$ cat src/rtl/swp_pkg.sv
// Package: shared constants, controller state type and command/status structs.
`timescale 1ns / 1ps
`default_nettype none
package swp_pkg;
  localparam int unsigned WINDOW_DEFAULT = 64;
  localparam int unsigned PCT_W          = 7;
  localparam int unsigned DATA_W         = 32;
  localparam int unsigned HELD_W         = 7;
  localparam int unsigned PCT_DIV        = 100;
  localparam logic [PCT_W-1:0] FIRST_PCT_RST  = 7'd50;
  localparam logic [PCT_W-1:0] SECOND_PCT_RST = 7'd95;
  localparam logic [PCT_W-1:0] THIRD_PCT_RST  = 7'd99;
  localparam logic [1:0] CFG_FIRST  = 2'd0;
  localparam logic [1:0] CFG_SECOND = 2'd1;
  localparam logic [1:0] CFG_THIRD  = 2'd2;
  localparam logic       OP_RECORD  = 1'b0;

  typedef enum logic [2:0] {
    ST_IDLE,
    ST_RANK,
    ST_SCAN,
    ST_PICK,
    ST_OUT
  } swp_state_t;

  // Controller to datapath.
  typedef struct packed {
    logic load;       // capture item, update ring, start new pass
    logic rank_start; // compute target ranks
    logic scan_clr;   // reset scan pointer and tallies
    logic scan_step;  // compare one stored sample against the current candidate
    logic cand_next;  // advance candidate pointer
    logic pick;       // latch the candidate into each result whose rank matched
    logic out_load;   // move results into the output register
  } swp_cmd_t;

  // Datapath to controller.
  typedef struct packed {
    logic scan_last;  // current scan element is the last one
    logic cand_last;  // current candidate is the last one
    logic empty;      // window holds no sample
  } swp_sts_t;
endpackage
`default_nettype wire

$ cat src/rtl/swp_ctrl.sv
// Controller state machine sequencing the two-level scan over the window.
`timescale 1ns / 1ps
`default_nettype none
module swp_ctrl (
  input  wire                clk,
  input  wire                rst_n,
  input  wire                in_valid,
  output logic               in_ready,
  output logic               out_valid,
  input  wire                out_ready,
  input  swp_pkg::swp_sts_t  sts,
  output swp_pkg::swp_cmd_t  cmd
);
  import swp_pkg::*;

  swp_state_t state_r, state_nxt;
  logic       out_valid_r, out_valid_nxt;

  always_ff @(posedge clk) begin
    if (!rst_n) begin
      state_r     <= ST_IDLE;
      out_valid_r <= 1'b0;
    end else begin
      state_r     <= state_nxt;
      out_valid_r <= out_valid_nxt;
    end
  end

  always_comb begin
    state_nxt = state_r;
    case (state_r)
      ST_IDLE: if (in_valid) state_nxt = ST_RANK;
      ST_RANK: state_nxt = sts.empty ? ST_OUT : ST_SCAN;
      ST_SCAN: if (sts.scan_last) state_nxt = ST_PICK;
      ST_PICK: state_nxt = sts.cand_last ? ST_OUT : ST_SCAN;
      ST_OUT:  if (!out_valid_r || out_ready) state_nxt = ST_IDLE;
      default: state_nxt = ST_IDLE;
    endcase
  end

  always_comb begin
    cmd           = '0;
    in_ready      = 1'b0;
    out_valid_nxt = out_valid_r;
    if (out_valid_r && out_ready) out_valid_nxt = 1'b0;
    case (state_r)
      ST_IDLE: begin
        in_ready = 1'b1;
        cmd.load = in_valid;
      end
      ST_RANK: begin
        cmd.rank_start = 1'b1;
        cmd.scan_clr   = 1'b1;
      end
      ST_SCAN: cmd.scan_step = 1'b1;
      ST_PICK: begin
        cmd.pick      = 1'b1;
        cmd.cand_next = 1'b1;
        cmd.scan_clr  = 1'b1;
      end
      ST_OUT: begin
        if (!out_valid_r || out_ready) begin
          cmd.out_load  = 1'b1;
          out_valid_nxt = 1'b1;
        end
      end
      default: ;
    endcase
  end

  assign out_valid = out_valid_r;
endmodule
`default_nettype wire

$ cat src/rtl/swp_dp.sv
// Datapath: sample ring memory, rank arithmetic, rank-count scan, output register.
`timescale 1ns / 1ps
`default_nettype none
module swp_dp #(
  parameter int unsigned WINDOW = swp_pkg::WINDOW_DEFAULT
) (
  input  wire                              clk,
  input  wire                              rst_n,
  input  swp_pkg::swp_cmd_t                cmd,
  output swp_pkg::swp_sts_t                sts,
  input  wire                              cfg_we,
  input  wire [1:0]                        cfg_index,
  input  wire [swp_pkg::PCT_W-1:0]         cfg_data,
  input  wire                              in_op,
  input  wire [swp_pkg::DATA_W-1:0]        in_latency_us,
  output logic [swp_pkg::DATA_W-1:0]       out_first_value,
  output logic [swp_pkg::DATA_W-1:0]       out_second_value,
  output logic [swp_pkg::DATA_W-1:0]       out_third_value,
  output logic [swp_pkg::HELD_W-1:0]       out_samples_held
);
  import swp_pkg::*;

  localparam int unsigned AW = (WINDOW > 1) ? $clog2(WINDOW) : 1;
  localparam int unsigned CW = $clog2(WINDOW + 1);
  localparam int unsigned PW = CW + PCT_W;
  localparam logic [CW-1:0] WIN_C = CW'(WINDOW);
  localparam logic [AW:0]   WIN_A = (AW + 1)'(WINDOW);
  // Divide by 100 through a reciprocal: floor(x*M >> SH) is exact for x < 2^PW.
  localparam int unsigned DIV_SH = PW + 7;
  localparam int unsigned DIV_MW = DIV_SH - 6;
  localparam logic [DIV_MW-1:0] DIV_M =
    DIV_MW'((64'd1 << DIV_SH) / 64'(PCT_DIV) + 64'd1);

  logic [DATA_W-1:0] mem [WINDOW];

  logic [PCT_W-1:0] pct_r [3];
  logic [CW-1:0]    count_r;
  logic [AW-1:0]    oldest_r;
  logic [CW-1:0]    rank_r [3];
  logic [AW-1:0]    scan_r, cand_r;
  logic             scan_vld_r;
  logic [CW-1:0]    less_r, leq_r;
  logic [DATA_W-1:0] cand_val_r, scan_val_r;
  logic [DATA_W-1:0] res_r [3];
  logic [DATA_W-1:0] out_r [3];
  logic [HELD_W-1:0] held_r;

  // Ring address of logical position p (oldest first).
  function automatic logic [AW-1:0] ring_addr(input logic [AW-1:0] base,
                                              input logic [AW-1:0] pos);
    logic [AW:0] s;
    s = {1'b0, base} + {1'b0, pos};
    if (s >= WIN_A) s = s - WIN_A;
    return s[AW-1:0];
  endfunction

  logic [AW-1:0] wr_addr;
  logic [AW-1:0] last_pos;
  always_comb begin
    wr_addr  = ring_addr(oldest_r, count_r[AW-1:0]);
    if (count_r == WIN_C) wr_addr = oldest_r;
    last_pos = AW'(count_r - CW'(1));
  end

  always_ff @(posedge clk) begin
    if (!rst_n) begin
      pct_r[0] <= FIRST_PCT_RST;
      pct_r[1] <= SECOND_PCT_RST;
      pct_r[2] <= THIRD_PCT_RST;
      count_r  <= '0;
      oldest_r <= '0;
    end else begin
      if (cfg_we) begin
        case (cfg_index)
          CFG_FIRST:  pct_r[0] <= cfg_data;
          CFG_SECOND: pct_r[1] <= cfg_data;
          CFG_THIRD:  pct_r[2] <= cfg_data;
          default: ;
        endcase
      end
      if (cmd.load && in_op == OP_RECORD) begin
        if (count_r != WIN_C) count_r <= count_r + CW'(1);
        else oldest_r <= ring_addr(oldest_r, AW'(1));
      end
    end
  end

  always_ff @(posedge clk) begin
    if (cmd.load && in_op == OP_RECORD) mem[wr_addr] <= in_latency_us;
  end

  // Rank: floor(count*p/100) clamped to count-1.
  always_ff @(posedge clk) begin
    for (int k = 0; k < 3; k++) begin
      if (cmd.rank_start) begin
        logic [PW-1:0] prod;
        logic [PW-1:0] q;
        logic [PW+DIV_MW-1:0] scaled;
        prod   = PW'(count_r) * PW'(pct_r[k]);
        scaled = (PW + DIV_MW)'(prod) * (PW + DIV_MW)'(DIV_M);
        q      = PW'(scaled >> DIV_SH);
        if (q >= PW'(count_r)) rank_r[k] <= count_r - CW'(1);
        else rank_r[k] <= CW'(q);
      end
    end
  end

  // Outer loop picks a candidate, inner loop counts smaller/equal samples.
  // A candidate v sits at rank r when less(v) <= r < leq(v).
  always_ff @(posedge clk) begin
    if (cmd.load) cand_r <= '0;
    else if (cmd.cand_next) cand_r <= cand_r + AW'(1);
    if (cmd.scan_clr) begin
      scan_r     <= '0;
      less_r     <= '0;
      leq_r      <= '0;
      scan_vld_r <= 1'b0;
    end else if (cmd.scan_step) begin
      scan_r     <= scan_r + AW'(1);
      scan_vld_r <= 1'b1;
      if (scan_vld_r) begin
        if (scan_val_r < cand_val_r)  less_r <= less_r + CW'(1);
        if (scan_val_r <= cand_val_r) leq_r  <= leq_r + CW'(1);
      end
    end
    cand_val_r <= mem[ring_addr(oldest_r, cand_r)];
    scan_val_r <= mem[ring_addr(oldest_r, scan_r)];
  end

  // One extra step drains the registered read of the last element.
  logic scan_done_r;
  always_ff @(posedge clk) begin
    if (cmd.scan_clr) scan_done_r <= 1'b0;
    else if (cmd.scan_step && scan_r == last_pos) scan_done_r <= 1'b1;
  end

  always_ff @(posedge clk) begin
    for (int k = 0; k < 3; k++) begin
      if (cmd.rank_start) res_r[k] <= '0;
      else if (cmd.pick && less_r <= rank_r[k] && rank_r[k] < leq_r)
        res_r[k] <= cand_val_r;
    end
    if (cmd.out_load) begin
      for (int k = 0; k < 3; k++) out_r[k] <= res_r[k];
      held_r <= HELD_W'(count_r);
    end
  end

  assign sts.scan_last = scan_done_r;
  assign sts.cand_last = (cand_r == last_pos);
  assign sts.empty     = (count_r == '0);

  assign out_first_value  = out_r[0];
  assign out_second_value = out_r[1];
  assign out_third_value  = out_r[2];
  assign out_samples_held = held_r;
endmodule
`default_nettype wire

$ cat src/rtl/sliding_window_percentile.sv
// Top level: sliding-window percentile engine, controller plus datapath.
//
//  channel | direction | handshake            | payload
//  in      | input     | in_valid / in_ready  | in_op, in_latency_us
//  out     | output    | out_valid/ out_ready | first/second/third value, held
//  cfg     | input     | cfg_we               | cfg_index, cfg_data
//
// The scan loop dominates each transaction: every candidate sample is ranked
// by comparing it against every stored sample, one per cycle, followed by a
// drain step and a pick step. An empty window skips the scan entirely.
// Reset (rst_n low, synchronous) empties the window and restores 50/95/99.
// A result waits in the output register; a new transaction is taken once the
// previous result has been loaded into it.
`timescale 1ns / 1ps
`default_nettype none
module sliding_window_percentile #(
  parameter int unsigned WINDOW = swp_pkg::WINDOW_DEFAULT
) (
  input  wire                         clk,
  input  wire                         rst_n,
  input  wire                         in_valid,
  output logic                        in_ready,
  input  wire                         in_op,
  input  wire [swp_pkg::DATA_W-1:0]   in_latency_us,
  output logic                        out_valid,
  input  wire                         out_ready,
  output logic [swp_pkg::DATA_W-1:0]  out_first_value,
  output logic [swp_pkg::DATA_W-1:0]  out_second_value,
  output logic [swp_pkg::DATA_W-1:0]  out_third_value,
  output logic [swp_pkg::HELD_W-1:0]  out_samples_held,
  input  wire                         cfg_we,
  input  wire [1:0]                   cfg_index,
  input  wire [swp_pkg::PCT_W-1:0]    cfg_data
);
  import swp_pkg::*;

  swp_cmd_t cmd;
  swp_sts_t sts;

  // Controller: hold the item until the scan ends, then present the result.
  swp_ctrl u_ctrl (
    .clk       (clk),
    .rst_n     (rst_n),
    .in_valid  (in_valid),
    .in_ready  (in_ready),
    .out_valid (out_valid),
    .out_ready (out_ready),
    .sts       (sts),
    .cmd       (cmd)
  );

  // Datapath: ring storage, rank math, compare scan and result registers.
  swp_dp #(.WINDOW(WINDOW)) u_dp (
    .clk              (clk),
    .rst_n            (rst_n),
    .cmd              (cmd),
    .sts              (sts),
    .cfg_we           (cfg_we),
    .cfg_index        (cfg_index),
    .cfg_data         (cfg_data),
    .in_op            (in_op),
    .in_latency_us    (in_latency_us),
    .out_first_value  (out_first_value),
    .out_second_value (out_second_value),
    .out_third_value  (out_third_value),
    .out_samples_held (out_samples_held)
  );

  // Load and output-register update never coincide.
  a_no_load_out: assert property (@(posedge clk) disable iff (!rst_n)
    !(cmd.load && cmd.out_load)) else $error("load and out_load overlap");
  // Sample count never exceeds the window.
  a_held_range: assert property (@(posedge clk) disable iff (!rst_n)
    out_valid |-> (out_samples_held <= HELD_W'(WINDOW) || WINDOW > 127))
    else $error("samples_held above window");
  // An accepted input is not followed by another accept in the next cycle.
  a_one_in_flight: assert property (@(posedge clk) disable iff (!rst_n)
    (in_valid && in_ready) |=> !in_ready) else $error("second transaction taken");
endmodule
`default_nettype wire
$ cat config.mk
export PLATFORM = sky130hd
export DESIGN_NAME = sliding_window_percentile
export DESIGN_NICKNAME = d
export VERILOG_FILES = /design/src/rtl/swp_pkg.sv /design/src/rtl/swp_ctrl.sv /design/src/rtl/swp_dp.sv /design/src/rtl/sliding_window_percentile.sv
export SDC_FILE = /design/constraint.sdc
export NUM_CORES = 2
export LEC_CHECK = 0
export BUFFER_PORTS_ARGS = -buffer_cell sky130_fd_sc_hd__buf_2
export CAP_MARGIN = 20
export CORE_ASPECT_RATIO = 1.25
export CORE_MARGIN = 2
export CORE_UTILIZATION = 52
export CTS_CLUSTER_SIZE = 10
export DETAILED_ROUTE_END_ITERATION = 10
export PLACE_DENSITY = 0.8
export SYNTH_ARGS = -nofsm -noshare
export SYNTH_HDL_FRONTEND = slang
export SYNTH_HIERARCHICAL = 1
export SYNTH_SLANG_ARGS = --single-unit
$ cat constraint.sdc
create_clock -name clk -period 13.1 [get_ports clk]
set_input_delay 3.93 -clock clk [delete_from_list [all_inputs] [get_ports clk]]
set_output_delay 3.93 -clock clk [all_outputs]
set_load 0.01 [all_outputs]
==> key figures <==
Run status
  – Status: complete, no violations

Clock network
  – Post-CTS sizing: 0
  – CTS tree: built
  – H-tree lvl count: 5
  – CTS Buf Count: 292
  – Worst-Skew Late Latency: 950 ps
  – CTS max path bufs: 4
  – CTS clk-pin slew, worst paths: 60 ps
  – Clock Sink Count: 2398
  – Setup bufs post-CTS: 0
  – Post-CTS Hold Fix Bufs: 0
  – Root Driver: clkbuf_16

Hold path
  – Worst hold endpoint: u_dp/out_r[0][65]
  – Hold WC Path Type: reg -> reg
  – Worst Hold Depth: 0
  – Worst hold start: u_dp/res_r[2][1]

Critical path
  – Setup crit start kind: flop
  – Crit. End Element: flop
  – R2R Path Start: u_dp/count_r[2]
  – Data arrival, critical path: 12550 ps
  – Delay of the slowest critical-path stage: 630 ps
  – Critical Path RT: 13740 ps
  – CP Class: reg -> reg
  – R2r endpoint: u_dp/rank_r[2][1]
  – Worst Path Max Fanout: 19
  – CP dominant cell by count: fa_1
  – Reg2reg path depth: 40
  – CP max-delay cell: xor2_1
  – Worst R2R Setup Slack: 1190 ps

Timing
  – Relative slew slack: 16.7%
  – Crit share post-route: 90.9%
  – Fmax achieved: 84.0 MHz
  – Worst-Margin Slew: 1240 ps
  – Final setup viols: 0
  – Final setup TNS: 0 ps
  – Layout Skew: 65.4 ps
  – RSZ-0062 raised after global routing: false
  – Post-layout min period: 11910 ps
  – Final Hold Violating Endpoints: 0
  – Final Max Slew Viols: 0

Synth
  – Largest area contributor in the netlist: edfxtp_1
  – Cell Area, Synth: 123000 um2
  – Post-synth top cells: 2289 x edfxtp_1, 1280 x mux4_2, 499 x ha_1
  – Post-synth net total: 7432
  – FFs w/ async S/R, synth: 0%
  – Synthesized instance count: 6634
  – Synth top area cells: edfxtp_1 56%, mux4_2 23%, ha_1 5.1%
  – Library cells used by synthesis: 80
  – Top-area cell type share of the netlist area: 55.9%
  – Number of enable flip-flop cells after synthesis: 2289
  – Yosys reg bits: 2398
  – Post-synthesis sequential area ratio: 57.7%
  – Top FF cell, synth: edfxtp_1
  – Count leader, synth: edfxtp_1
  – Warnings from Yosys: 6
  – Mean Syn Cell Area: 18.5 um2

Cells and area
  – Layout area overhead: 11.0%
  – Nets: 7683
  – Ratio of cells with drive above 1 in the final layout: 28.9%

Detailed routing
  – # DRC: 0
  – Routed WL: 350000 um
  – Vias: 70500
  – Routed WL per cell: 34.6 um
  – Pre-Repair DR Iteration Count: 6
  – DR vias/cell: 6.97
  – DRT iter0 DRCs: 9572
  – ANT nets after route: 0

GRT
  – GRT Residual Overflow: 0
  – Pin count of the biggest net entering global routing: 130
  – Tot GR Track Use: 29.4%
  – Vias in the first global route: 74600
  – Antenna violations before repair: 37
  – Global-route wire length before repair: 512000 um

Die
  – Initial Util: 52.3%
  – Die Wd: 439 um
  – Num rows: 199
  – DIE HEIGHT: 548 um
  – Core box area: 235000 um2
  – Top Ports: 152
  – Die ar.: 240000 um2

Job
  – Maxcap violations: 0

Pwr
  – Total Power: 19.9 mW
  – Peak VDD IR: 0.139 mV
  – P per Cell Area: 146 nW/um2
  – Pleak: 46.9 nW

Placed design
  – Placer Congestion: 0.890
  – # port buffers: 151
  – Hpwl dp: 200000 um
[placed cells by master, fill, tap and decap left out, drive strengths merged, types with 15 or more instances in the layout]
master  instances
edfxtp       2289
mux4         1280
ha            499
inv           483
clkbuf        384
buf           320
fa            252
and2          206
nor2          150
a21oi         142
dfxtp         109
nand2         104
nor2b          90
mux2i          83
a211oi         70
xnor2          65
a21o           60
xor2           53
nor3           50
o21ai          50
nand4          36
nand3          31
o21a           22
nand2b         21
diode          15
mux2           15
[how the worst max path moves through the flow]
stage	startpoint	depth (start not counted)	end
2_1_floorplan	u_dp/count_r[0]	41	u_dp/rank_r[2][4]
3_3_place_gp	u_dp/count_r[2]	40	u_dp/rank_r[2][5]
3_5_place_dp	u_dp/count_r[2]	40	u_dp/rank_r[2][1]
4_1_cts	u_dp/count_r[2]	40	u_dp/rank_r[2][1]
5_1_grt	u_dp/count_r[2]	40	u_dp/rank_r[2][1]
6_report	u_dp/count_r[2]	40	u_dp/rank_r[2][1]
[per-layer routing]
| metal | track usage (%) | routed length [um] | part of all wire [%] | vias up |
|---|---|---|---|---|
| li1 | - | - | - | 27400 |
| met1 | 34.7 | 109000 | 31 | 36100 |
| met2 | 49.0 | 175000 | 50 | 5594 |
| met3 | 7.64 | 42400 | 12 | 1396 |
| met4 | 16.3 | 22800 | 6.5 | 8 |
| met5 | 0 | 55 | 0.016 | - |
[critical path: cells and delay by family (launching register included)]
family	cells	cell delay, ps
muxes	2	720
DFF	1	550
xor gates and xnor gates	2	970
adders and majority gates	12	5260
and+or+nand+nor	3	380
buffers and inverters	6	570
AOI/OAI and AO/OA	15	3200
[cells by family after synthesis]
kind of cell / synth area share [%]
AO/OA/AOI/OAI: 2.23
XOR/XNOR: 0.852
adder cells (fa/ha/maj): 9.18
buffers and inverters: 2.64
flip-flops: 57.7
multiplexers: 24.3
AND/OR/NAND/NOR: 3.17
[layout make-up]
type	count	area (um2)
Sequential cell	2398	70900
Clock inverter	12	110
Tap cell	3115	3900
Multi-Input combinational cell	3395	49500
Inverter	477	1790
Fill cell	16400	98800
Antenna cell	15	37.5
Clock buffer	383	7720
Timing Repair Buffer	321	2570
[power by group]
part	switching, mW	total [mW]	internal (mW)
combinational	2.10	4.16	2.05
sequential	0.158	8.72	8.56
clock	2.95	7.03	4.08
[stage by stage]
step / instances / cell area (um2) / utilization [%] / hold slack, ps / setup WS (ps)
2_1_floorplan: 6634 / 123000 / - / 400 / 2160
3_3_place_gp: 9674 / 128000 / 54.4 / 402 / 1290
3_5_place_dp: 9675 / 128000 / 54.4 / 405 / 1240
4_1_cts: 10100 / 136000 / 57.8 / 401 / 1170
5_1_grt: 10100 / 137000 / 58.0 / 417 / 350
6_report: 10100 / 137000 / 58.0 / 403 / 1190
[flip-flops by register name, summed over array words and instances (netlist names)]
| signal | flops |
|---|---|
| u_dp/mem | 2048 |
| u_dp/out_r | 96 |
| u_dp/res_r | 96 |
| u_dp/cand_val_r | 32 |
| u_dp/scan_val_r | 32 |
| u_dp/pct_r | 21 |
| u_dp/rank_r | 21 |
| u_dp/count_r | 7 |
| u_dp/leq_r | 7 |
| u_dp/less_r | 7 |
| u_dp/out_samples_held | 7 |
| u_dp/cand_r | 6 |
| u_dp/oldest_r | 6 |
| u_dp/scan_r | 6 |
| u_ctrl/state_r | 3 |
| u_ctrl/out_valid | 1 |
| u_dp/scan_done_r | 1 |
| u_dp/scan_vld_r | 1 |
(Power assumes the default switching activity.)
